<file path="src/hdl/lhrc_sqrt_cell.sv">
// ----------------------------------------------------------------------------
// lhrc_sqrt_cell
// One digit-by-digit square root step: takes two radicand bits, finds one
// root bit and registers the partial remainder and root.
// ----------------------------------------------------------------------------
`default_nettype none

module lhrc_sqrt_cell #(
  parameter int SW  = 16,
  parameter int QW  = 32,
  parameter int SBW = 99
) (
  input  wire logic           clk,
  input  wire logic           rst_n,
  input  wire logic           en,
  input  wire logic           in_vld,
  input  wire logic [SW:0]    in_rem,
  input  wire logic [SW-1:0]  in_root,
  input  wire logic [QW-1:0]  in_rad,
  input  wire logic [SBW-1:0] in_sb,
  output logic                out_vld,
  output logic [SW:0]         out_rem,
  output logic [SW-1:0]       out_root,
  output logic [QW-1:0]       out_rad,
  output logic [SBW-1:0]      out_sb
);

  logic           vld_r;
  logic [SW:0]    rem_r, rem_nxt;
  logic [SW-1:0]  root_r, root_nxt;
  logic [QW-1:0]  rad_r, rad_nxt;
  logic [SBW-1:0] sb_r;
  logic [SW+2:0]  cur;
  logic [SW+2:0]  trial;
  logic [SW+2:0]  diff;
  logic           take;

  // trial subtract of 4*root+1
  always_comb begin
    cur      = {in_rem, in_rad[QW-1:QW-2]};
    trial    = {1'b0, in_root, 2'b01};
    diff     = cur - trial;
    take     = (cur >= trial);
    rem_nxt  = take ? diff[SW:0] : cur[SW:0];
    root_nxt = {in_root[SW-2:0], take};
    rad_nxt  = {in_rad[QW-3:0], 2'b00};
  end

  // valid chain
  always_ff @(posedge clk) begin
    if (!rst_n) begin
      vld_r <= 1'b0;
    end else if (en) begin
      vld_r <= in_vld;
    end
  end

  // data registers
  always_ff @(posedge clk) begin
    if (en) begin
      rem_r  <= rem_nxt;
      root_r <= root_nxt;
      rad_r  <= rad_nxt;
      sb_r   <= in_sb;
    end
  end

  assign out_vld  = vld_r;
  assign out_rem  = rem_r;
  assign out_root = root_r;
  assign out_rad  = rad_r;
  assign out_sb   = sb_r;

endmodule

`default_nettype wire

</file>
<file path="config.mk">
export PLATFORM = sky130hd
export DESIGN_NAME = lhrc_sqrt_cell
export DESIGN_NICKNAME = d
export VERILOG_FILES = /design/src/hdl/lhrc_sqrt_cell.sv
export SDC_FILE = /design/constraint.sdc
export NUM_CORES = 1
export LEC_CHECK = 0
export BUFFER_PORTS_ARGS = -buffer_cell sky130_fd_sc_hd__buf_2
export CAP_MARGIN = 5
export CORE_AREA = 2 2 130 132
export CTS_CLUSTER_SIZE = 25
export DETAILED_ROUTE_END_ITERATION = 6
export DIE_AREA = 0 0 132 134
export PLACE_DENSITY = 0.78
export SKIP_CTS_REPAIR_TIMING = 1
export SYNTH_ARGS = -nofsm -noshare
export SYNTH_HDL_FRONTEND = slang
export SYNTH_SLANG_ARGS = --single-unit
</file>
<file path="constraint.sdc">
create_clock -name clk -period 5.13 [get_ports clk]
set_input_delay 1.026 -clock clk [delete_from_list [all_inputs] [get_ports clk]]
set_output_delay 1.026 -clock clk [all_outputs]
set_load 0.02 [all_outputs]
</file>
==> qor.csv <==
metric;value;unit
aggregate global-route resource usage;0.182;
DR vias;4306;
Die Y;134;um
routing usage on met3;0.0559;
final worst path period share;0.608;
largest net degree at the start of global routing;109;
Starting Density;0.372;
Net count, final;870;
Most Used Layer, Global Route;met2;
Routability Congestion;0.844;
io pins;333;
RSZ-0062 raised after global routing;no;
WL/cell;18.2;um
VDD IR max;0.226;mV
CTS tree;done;
CTS sink cnt;163;
relative slew slack;0.354;
layout cells sized above 1;0.531;
classification of the worst setup path;in -> reg;
status;completed;
DRT antenna net count;0;
Gate Count Post-Synth;340;
met2 Usage GRT;0.323;
Crit. End Element;register;
commonest cells in the netlist;edfxtp_1 (162), inv_1 (21), nand2_1 (19);
number of flops mapped to enable cells by yosys;162;
top cells by area, synth;edfxtp_1 (80%), ha_1 (3.7%), inv_1 (1.3%);
Critical Path AT;3.28;ns
Rows;47;
Final Max Tran Viols;0;
Avg Cell Area, Syn;17.8;sq um
Die Area;0.0177;sq mm
detailed-route DRC error count;0;
Worst Tran Pin Value;0.969;ns
register area share after synthesis;0.806;
Startpoint Class;input port;
hold crit path type;reg -> reg;
first-pass GRT wire length;23800;um
setup violators final;0;
Worst-path clk slew;0.07;ns
TNS Setup;0;ns
worst-path fanout max;26;
max cap viols;0;
ys async rst share;0;
slowest stage delay, CP;0.53;ns
Worst path slowest cell;a21oi_4;
drt pass-1 iters;4;
CTS Buffer Depth;2;
leakage dissipation;3.72;nW
Design Power;3.35;mW
Final Critical Period;3.12;ns
crit path buf inv count;3;
power per cell area;393;mW/mm^2
synthesis-stage register bit count;163;
post-synthesis cell type count;47;
Yosys top cell area share;0.802;
critical-path cell list;buf_2 -> inv_1 -> ha_1 -> and3_1 -> nor2b_1 -> a311o_1 -> a21oi_4 -> inv_2 -> mux2_4;
Port Buffer Count;330;
Main synth FF type;edfxtp_1;
leading area contributor after synthesis;edfxtp_1;
Critical Path RT;5.30;ns
Detail Placement HPWL;12600;um
count of final hold-check violations;0;
Clk Latency, worst-skew pair;0.41;ns
Routed WL;16700;um
htree depth;4;
Util after Layout;0.524;
most numerous cell in the Yosys netlist;edfxtp_1;
Largest delay share family, worst path;compound AO/OA/AOI/OAI gates;
worst clock skew;0;ns
DIE WIDTH;132;um
Inserted Diodes;0;
total grt overflow;0;
Inserted Clock Buffers;17;
fmax;321;MHz
area grow syn2layout;40.8;%
area of the core;0.0163;sq mm
Root Buffer;clkbuf_16;
Mapped Area;0.00606;sq mm
Via density;4.70;
vias in the first global route;4136;
R2R Setup Slk;4.53;ns
initial antenna violation count;0;
met1 usage;0.207;
Yosys warning count;0;
DR iter-0 viols;297;
-- cells by family after synthesis --
logic type / Yosys count / share of synthesized area
other cells: 1 / 0.000619
simple gates: 50 / 0.0405
xor+xnor: 12 / 0.0173
compound gates: 61 / 0.0671
mux: 5 / 0.0101
buf+inv: 30 / 0.0215
flops: 163 / 0.806
fa+ha+maj: 18 / 0.0372
-- layout make-up --
| class | count | area (sq um) |
|---|---|---|
| clock buffer | 18 | 429 |
| clock inverter | 14 | 141 |
| fill | 1395 | 7750 |
| inverter | 22 | 82.6 |
| multi-input combinational | 148 | 1050 |
| sequential | 163 | 4880 |
| tap | 220 | 275 |
| timing repair buffer | 332 | 1670 |
-- stage by stage --
step                hold slack (ns)  setup slack (ns)  instances  area, sq um
finish                        0.529              2.01        917         8540
global route                  0.552              1.88        917         8540
CTS                           0.532              2.03        917         8540
detailed placement            0.512              1.59        885         7970
global placement              0.493              1.63        885         7970
floorplan                     0.589              2.19        341         6070
-- placed cells by master, fill, tap and decap left out, types with 3 or more instances in the layout --
cell        count
inv_1          21
clkinvlp_4      3
a21o_1          5
nor2b_1         3
a21oi_1        12
a31oi_1         3
nor3_1          3
o21a_1          4
xor2_1          7
clkinv_4        3
nand3_1         8
o21bai_1        3
inv_8           3
nand2_1        19
nand2b_1        3
inv_6           3
xnor2_1         5
ha_1           18
o31ai_1         4
buf_2         329
nor2_1          5
o21ai_0        15
edfxtp_1      162
clkbuf_16      17
-- report_power, final --
part	total, mW	leakage (nW)	switching (mW)	internal (mW)
registers	1.62	1.59	0.0267	1.60
clock network	1.22	0.269	0.573	0.644
logic	0.511	1.86	0.331	0.180
-- sequential cells by signal, indices dropped and copies added, names as in the netlist --
| signal | flops |
|---|---|
| out_rad | 30 |
| out_rem | 17 |
| out_root | 16 |
| out_sb | 99 |
| out_vld | 1 |
-- layer usage --
metal	up-vias	wire length, um
met5	-	0
met4	0	378
met3	26	1240
met2	225	8810
met1	2059	6230
li1	1996	-
-- worst reg2reg max path, stage by stage, from the launching register on --
cell	delay [ns]
dfxtp_1	0.31
mux2i_1	0.12
nor2b_1	0.06
-- worst paths after layout --
check | to | startpoint | cells past startpoint
hold / removal | out_vld | out_vld | 2
hold reg to reg | out_vld | out_vld | 2
setup reg to reg | out_vld | out_vld | 2
setup / recovery | out_rem[7] | in_root[4] | 9
Power figures use the tool's default switching activity.
