### config.mk
export PLATFORM = sky130hd
export DESIGN_NAME = lhrc_div_cell
export DESIGN_NICKNAME = d
export VERILOG_FILES = /design/src/hdl/lhrc_div_cell.sv
export SDC_FILE = /design/constraint.sdc
export NUM_CORES = 1
export LEC_CHECK = 0
export ABC_AREA = 1
export BUFFER_PORTS_ARGS = -buffer_cell sky130_fd_sc_hd__buf_2
export CORE_AREA = 2 2 136 238
export CTS_CLUSTER_DIAMETER = 150
export DETAILED_ROUTE_END_ITERATION = 8
export DIE_AREA = 0 0 138 240
export PLACE_DENSITY = 0.57
export RECOVER_POWER = 50
export REMOVE_ABC_BUFFERS = 1
export SLEW_MARGIN = 5
export SYNTH_ARGS = -nofsm -noshare
export SYNTH_HDL_FRONTEND = slang
export SYNTH_SLANG_ARGS = --single-unit
### constraint.sdc
create_clock -name clk -period 2.5 [get_ports clk]
set_input_delay 0.25 -clock clk [delete_from_list [all_inputs] [get_ports clk]]
set_output_delay 0.25 -clock clk [all_outputs]
set_load 0.03 [all_outputs]
### src/hdl/lhrc_div_cell.sv
// ----------------------------------------------------------------------------
// lhrc_div_cell
// One restoring division step: brings down one dividend bit, trial
// subtracts the divisor and shifts one quotient bit in, then registers.
// ----------------------------------------------------------------------------
`default_nettype none

module lhrc_div_cell #(
  parameter int REMW = 33,
  parameter int QW   = 32,
  parameter int SBW  = 99
) (
  input  wire logic            clk,
  input  wire logic            rst_n,
  input  wire logic            en,
  input  wire logic            in_vld,
  input  wire logic [REMW-1:0] in_rem,
  input  wire logic [QW-1:0]   in_nq,
  input  wire logic [REMW-1:0] in_dv,
  input  wire logic [SBW-1:0]  in_sb,
  output logic                 out_vld,
  output logic [REMW-1:0]      out_rem,
  output logic [QW-1:0]        out_nq,
  output logic [REMW-1:0]      out_dv,
  output logic [SBW-1:0]       out_sb
);

  logic            vld_r;
  logic [REMW-1:0] rem_r, rem_nxt;
  logic [QW-1:0]   nq_r, nq_nxt;
  logic [REMW-1:0] dv_r;
  logic [SBW-1:0]  sb_r;
  logic [REMW:0]   trial;
  logic [REMW:0]   diff;
  logic            take;

  // trial subtract with the next dividend bit
  always_comb begin
    trial   = {in_rem, in_nq[QW-1]};
    diff    = trial - {1'b0, in_dv};
    take    = (trial >= {1'b0, in_dv});
    rem_nxt = take ? diff[REMW-1:0] : trial[REMW-1:0];
    nq_nxt  = {in_nq[QW-2:0], take};
  end

  // valid chain
  always_ff @(posedge clk) begin
    if (!rst_n) begin
      vld_r <= 1'b0;
    end else if (en) begin
      vld_r <= in_vld;
    end
  end

  // data registers
  always_ff @(posedge clk) begin
    if (en) begin
      rem_r <= rem_nxt;
      nq_r  <= nq_nxt;
      dv_r  <= in_dv;
      sb_r  <= in_sb;
    end
  end

  assign out_vld = vld_r;
  assign out_rem = rem_r;
  assign out_nq  = nq_r;
  assign out_dv  = dv_r;
  assign out_sb  = sb_r;

endmodule

`default_nettype wire

==> summary.md, run 1 <==
| Metric | Value |
|---|---|
| Most common cell after layout, fill and taps aside | buf_2 |
| Port Buffers | 398 |
| Placed cell count | 1686 |
| Final Worst Setup Slack | 85.9 ps |
| # setup viols final | 0 |
| Finished Layout Cells | 1875 |
| Via/cell ratio | 4.35 |
| Multi-input gate area | 2690 sq um |
| CTS tree | done |
| DRC Markers | 0 |
| Leakage | 6.74 nW |
| GR Util met3 | 4.20% |
| Die height | 240 microns |
| First-pass GRT wire length | 49.4 mm |
| Layout cell share with drive strength beyond 1 | 31.6% |
| Antenna viol nets, final | 0 |
| Data required, critical path | 2730 ps |
| Die width | 138 microns |
| CP Max Fanout | 4 |
| Initial core utilization | 29.6% |
| Slew margin rel. | 8.67% |
| Period minus WS final | 2410 ps |
| Die Area | 33100 sq um |
| WS Path Type | in2reg |
| Post-DP HPWL | 28.0 mm |
| Slew at the pin with the worst max-slew slack | 1370 ps |
| Power per Cell Area | 663 nW/um^2 |
| Clk_lat worst skew | 450 ps |
| Vias | 8157 |
| Max Slew Vio Count | 0 |
| Area Overhead vs Synth | 52.4% |
| Pre-CTS setup slack | -193 ps |
| YS warnings | 0 |
| GR Layer Usage met2 | 40.2% |
| Gr usage total | 20.4% |
| RSZ-0062 raised after global routing | true |
| Clock sink count | 198 |
| Netlist cell types | 31 |
| Seq cells post-synth | 198 |
| I/O pins | 399 |
| Critical path startpoint category | input port |
| Hold/Removal Path Class | in2reg |
| GRT overflow | 0 |
| WL/cell | 18.6 microns |
| Core area | 31200 sq um |
| Worst setup EP type | flop |
| FF+latch area | 5940 sq um |
| Final hold slack | 35.8 ps |
| Largest net degree at the start of global routing | 56 |
| Synthesized cell area | 9250 sq um |
| Commonest cells after routing, fill and taps aside | buf_2, nand2_1, edfxtp_1, inv_1, dlygate4sd3_1 |
| Met1 usage | 19.4% |
| Clk Tree Root Cell | clkbuf_16 |
| Max Cap Viol | 0 |
| First-pass DRT Iterations | 4 |
| Gp weighted congestion | 0.918 |
| Total CTS buffers | 17 |
| 1st-iter DRT viols | 346 |
| Total detailed-routing wirelength | 34.9 mm |
| Global route hottest layer | met2 |
| Arrival @ worst endpoint | 2640 ps |
| R2R Setup Slk | 1810 ps |
| Row cnt | 86 |
| Fmax | 414 MHz |
| Vias in the first global route | 8448 |
| Fill cells | 2946 |
| Worst vdd ir | 522 uV |
| Initial antenna violation count | 4 |
| Syn_area_per_cell | 10.5 sq um |
| Nets | 1697 |
| Final period utilization | 96.6% |
| Seq/Total Area, Yosys | 64.2% |
| H-tree depth | 4 |
| Cells after Synth | 880 |
| Skew final | 0 ps |
| Setup TNS | 0 ps |
| Clock Path Buffers | 2 |
| Final Hold Fails | 0 |
| Outcome | finished, final reports clean |
| Worst-path clk slew | 90 ps |
-- cells by family after synthesis --
logic type,share of synthesized area [%]
adder cells (fa/ha/maj),4.68
AND/OR/NAND/NOR,21.0
flip-flops,64.2
AO/OA/AOI/OAI,1.46
XOR/XNOR,1.33
buffers and inverters,7.36
-- where the power goes --
group          switching (mW)  internal, mW
combinational            1.51         0.776
sequential             0.0949          4.01
clock                    1.55          1.41
-- registers in the layout (all words and copies together), names as in the netlist --
name,cells
out_sb,99
out_dv,33
out_rem,33
out_nq,32
out_vld,1
-- metal layers --
metal | vias to the layer above | part of all wire (%)
li1 | 4028 | -
met2 | 314 | 56
met4 | 0 | 5.0
met3 | 68 | 4.5
met1 | 3747 | 35
met5 | - | 0
-- repair_timing --
| action | CTS | global route |
|---|---|---|
| setup endpoints to repair | 0 | 34 |
| hold endpoints to repair | 151 | 1 |
| hold buffers | 151 | 1 |
| setup buffers | 0 | 1 |
| resized for setup | 0 | 14 |
-- through the flow --
step / area, sq um / util [%] / power [mW]
after CTS: 14100 / 45.2 / 9.44
after floorplan: 9170 / - / 5.38
final: 14100 / 45.2 / 9.34
after detailed placement: 11900 / 38.3 / 6.27
after global placement: 11900 / 38.3 / 6.26
after global routing: 14100 / 45.2 / 9.73
-- cell usage after synthesis (all sizes together) --
master / instances / area share, %
xor2: 13 / 1.2
a21oi: 22 / 1.2
o21ai: 2 / 0.11
nor2: 41 / 1.9
dfxtp: 1 / 0.22
ha: 33 / 4.5
nand2: 297 / 12
and3: 1 / 0.068
nor3: 11 / 0.70
buf: 9 / 0.83
xnor2: 1 / 0.095
fa: 1 / 0.22
nand3b: 10 / 0.81
edfxtp: 197 / 64
nand3: 69 / 4.5
a21o: 2 / 0.16
and2: 5 / 0.34
or2: 2 / 0.14
inv: 161 / 6.5
nand4: 2 / 0.14
-- final cells by class --
cell class / instances / area share (%)
clock buffer: 17 / 3.02
tap: 396 / 3.51
sequential: 198 / 42.1
timing repair buffer: 572 / 26.3
multi-input combinational: 512 / 19.1
clock inverter: 15 / 1.56
inverter: 161 / 4.29
antenna: 4 / 0.0710
-- worst max-delay path: stages --
cell and delay, ps:
dlygate4sd3_1 520, buf_2 110, inv_1 50, ha_2 400
nand2_1 170, nor2_1 180, inv_1 80, nor2_1 340
and2_1 190, nand2_1 70, nand2_1 80, nand2_1 60
nand3_2 70, nand2_1 50
-- path summary, 6_finish.rpt --
kind / from / depth (start not counted) / end
setup / recovery: in_dv[16] / 14 / out_rem[31]
hold / removal: in_vld / 3 / out_vld
setup reg to reg: out_vld / 2 / out_vld
hold reg to reg: out_vld / 2 / out_vld
No activity file was read; power rests on OpenSTA's default activity.
==> run 2, diff against run 1 <==
--- a/config.mk
+++ b/config.mk
@@ -11,7 +11,6 @@
 export CTS_CLUSTER_DIAMETER = 150
 export DETAILED_ROUTE_END_ITERATION = 8
 export DIE_AREA = 0 0 138 240
-export PLACE_DENSITY = 0.57
 export RECOVER_POWER = 50
 export REMOVE_ABC_BUFFERS = 1
 export SLEW_MARGIN = 5
==> run 2 against run 1 <==
The flow now finishes with violations (max-capacitance violations, max-slew violations). First-iteration DRC count up 20%. Design area down 0.25%. Via count up 1.9%. Clock-buffer cell count unchanged. Clock power about the same. Clock skew unchanged.
==> summary.md, run 2 (synthesis gave the netlist of run 1 again) <==
| Metric | Value |
|---|---|
| # setup viols final | 0 |
| Skew final | 0 ps |
| Total detailed-routing wirelength | 35.5 mm |
| Vias in the first global route | 8466 |
| WL/cell | 18.9 microns |
| Layout cell share with drive strength beyond 1 | 31.1% |
| Worst hold endpoint | out_dv[11] |
| Period minus WS final | 2410 ps |
| I/O pins | 399 |
| R2R Setup Slk | 1220 ps |
| GRT overflow | 0 |
| Fmax | 415 MHz |
| Die width | 138 microns |
| H-tree depth | 4 |
| First-pass GRT wire length | 50.7 mm |
| Antenna viol nets, final | 0 |
| Final period utilization | 96.3% |
| Initial antenna violation count | 4 |
| Hold/Removal Path Class | in2reg |
| Critical path startpoint category | input port |
| Port Buffers | 398 |
| Clock sink count | 198 |
| Worst vdd ir | 503 uV |
| Via/cell ratio | 4.43 |
| Clk Tree Root Cell | clkbuf_16 |
| Max Slew Vio Count | 59 |
| Row cnt | 86 |
| Finished Layout Cells | 1876 |
| Die Area | 33100 sq um |
| Failing checks | max-capacitance violations, max-slew violations |
| Layout Utilization | 45.1% |
| Die height | 240 microns |
| Pre-CTS setup slack | 43.0 ps |
| WS Path Type | in2reg |
| Slew margin rel. | -9.93% |
| Total CTS buffers | 17 |
| First-pass DRT Iterations | 4 |
| Outcome | complete, but fails checks |
| Worst Hold Launch | in_dv[11] |
| Worst setup EP type | flop |
| Clock Path Buffers | 2 |
| Vias | 8309 |
| Gr usage total | 20.9% |
| Worst R2R Path Depth | 3 |
| 1st-iter DRT viols | 416 |
| CTS tree | done |
| Slew at the pin with the worst max-slew slack | 1650 ps |
| DRC Markers | 0 |
| Gp weighted congestion | 0.969 |
| Design Area, Final | 14100 sq um |
| Nets | 1699 |
| Area Overhead vs Synth | 52.0% |
| Power per Cell Area | 662 nW/um^2 |
| Arrival @ worst endpoint | 2620 ps |
| Leakage | 6.72 nW |
| Placed cell count | 1686 |
| Initial core utilization | 29.6% |
| Max reg flops | 99 |
| Clk_lat worst skew | 460 ps |
| Worst-path clk slew | 80 ps |
| Final Hold Fails | 0 |
| Data required, critical path | 2710 ps |
| CP Max Fanout | 14 |
| Commonest cells after routing, fill and taps aside | buf_2, nand2_1, edfxtp_1, inv_1, dlygate4sd3_1 |
| Worst stage delay on the critical path | 530 ps |
| Crit path cell chain | dlygate4sd3_1 > buf_2 > inv_1 > ha_1 > nand2_1 > nor2_1 > nand2_1 > inv_2 > nand2_2 > nand2_1 > nand2_4 > buf_4 > nand3_1 > nand2_1 |
| Hold depth | 1 |
| CP max-delay cell | dlygate4sd3_1 |
| Final Worst Setup Slack | 92.9 ps |
| Post-DP HPWL | 27.5 mm |
| Core area | 31200 sq um |
| Largest net degree at the start of global routing | 59 |
| Max Cap Viol | 1 |
| Critical path's most frequent cell | nand2_1 |
| RR Endpoint | out_vld |
| Pwr Total | 9.31 mW |
| DP Area | 11900 sq um |
| Worst r2r src | out_vld |
| Most common cell after layout, fill and taps aside | buf_2 |
-- run 2: worst max path at each step --
stage                     slack, ps      start     endpoint
final                            90  in_dv[10]  out_rem[30]
after global routing            -20   in_dv[8]  out_rem[22]
after CTS                        30   in_dv[6]  out_rem[20]
after detailed placement         40   in_dv[7]  out_rem[20]
after global placement           30   in_dv[7]  out_rem[20]
after floorplan                 280  in_dv[28]   out_rem[0]
-- run 2: repair_timing --
item                       CTS  global route
hold buffers               152             1
buffers inserted             0             2
hold endpoints to repair   151             1
gates resized for setup      0            13
setup endpoints to repair    0            30
-- run 2: critical path, delay by kind of cell --
family / cells / cell delay (ps)
adders and majority gates: 1 / 350
buffers and inverters: 5 / 1020
and+or+nand+nor: 8 / 990
-- run 2: power by group --
part	leakage (nW)	internal [mW]	switching, mW
registers	1.94	4.01	0.0883
clock network	0.303	1.40	1.53
logic	4.48	0.769	1.52
-- run 2: layer usage --
layer | up-vias | global-route usage (%) | part of all wire [%]
met2 | 341 | 40.5 | 55
met5 | - | 0 | 0
li1 | 4032 | - | -
met3 | 63 | 4.52 | 5.5
met4 | 0 | 9.34 | 4.0
met1 | 3873 | 21.2 | 35
-- run 2: layout make-up --
type                    instances  area (sq um)
fillers                      2988         17100
multi-input cells             512          2700
diodes                          3          7.51
inverters                     161           604
well taps                     396           495
clock inverters                15           209
repair buffers                574          3690
clock buffers                  17           425
flip-flops and latches        198          5940
-- run 2: metrics by stage --
stage / setup TNS, ps / hold slack, ps
3_5_place_dp: 0 / 428
2_1_floorplan: 0 / 343
6_report: 0 / 84.7
3_3_place_gp: 0 / 427
4_1_cts: 0 / 3.16
5_1_grt: -93.7 / 77.4
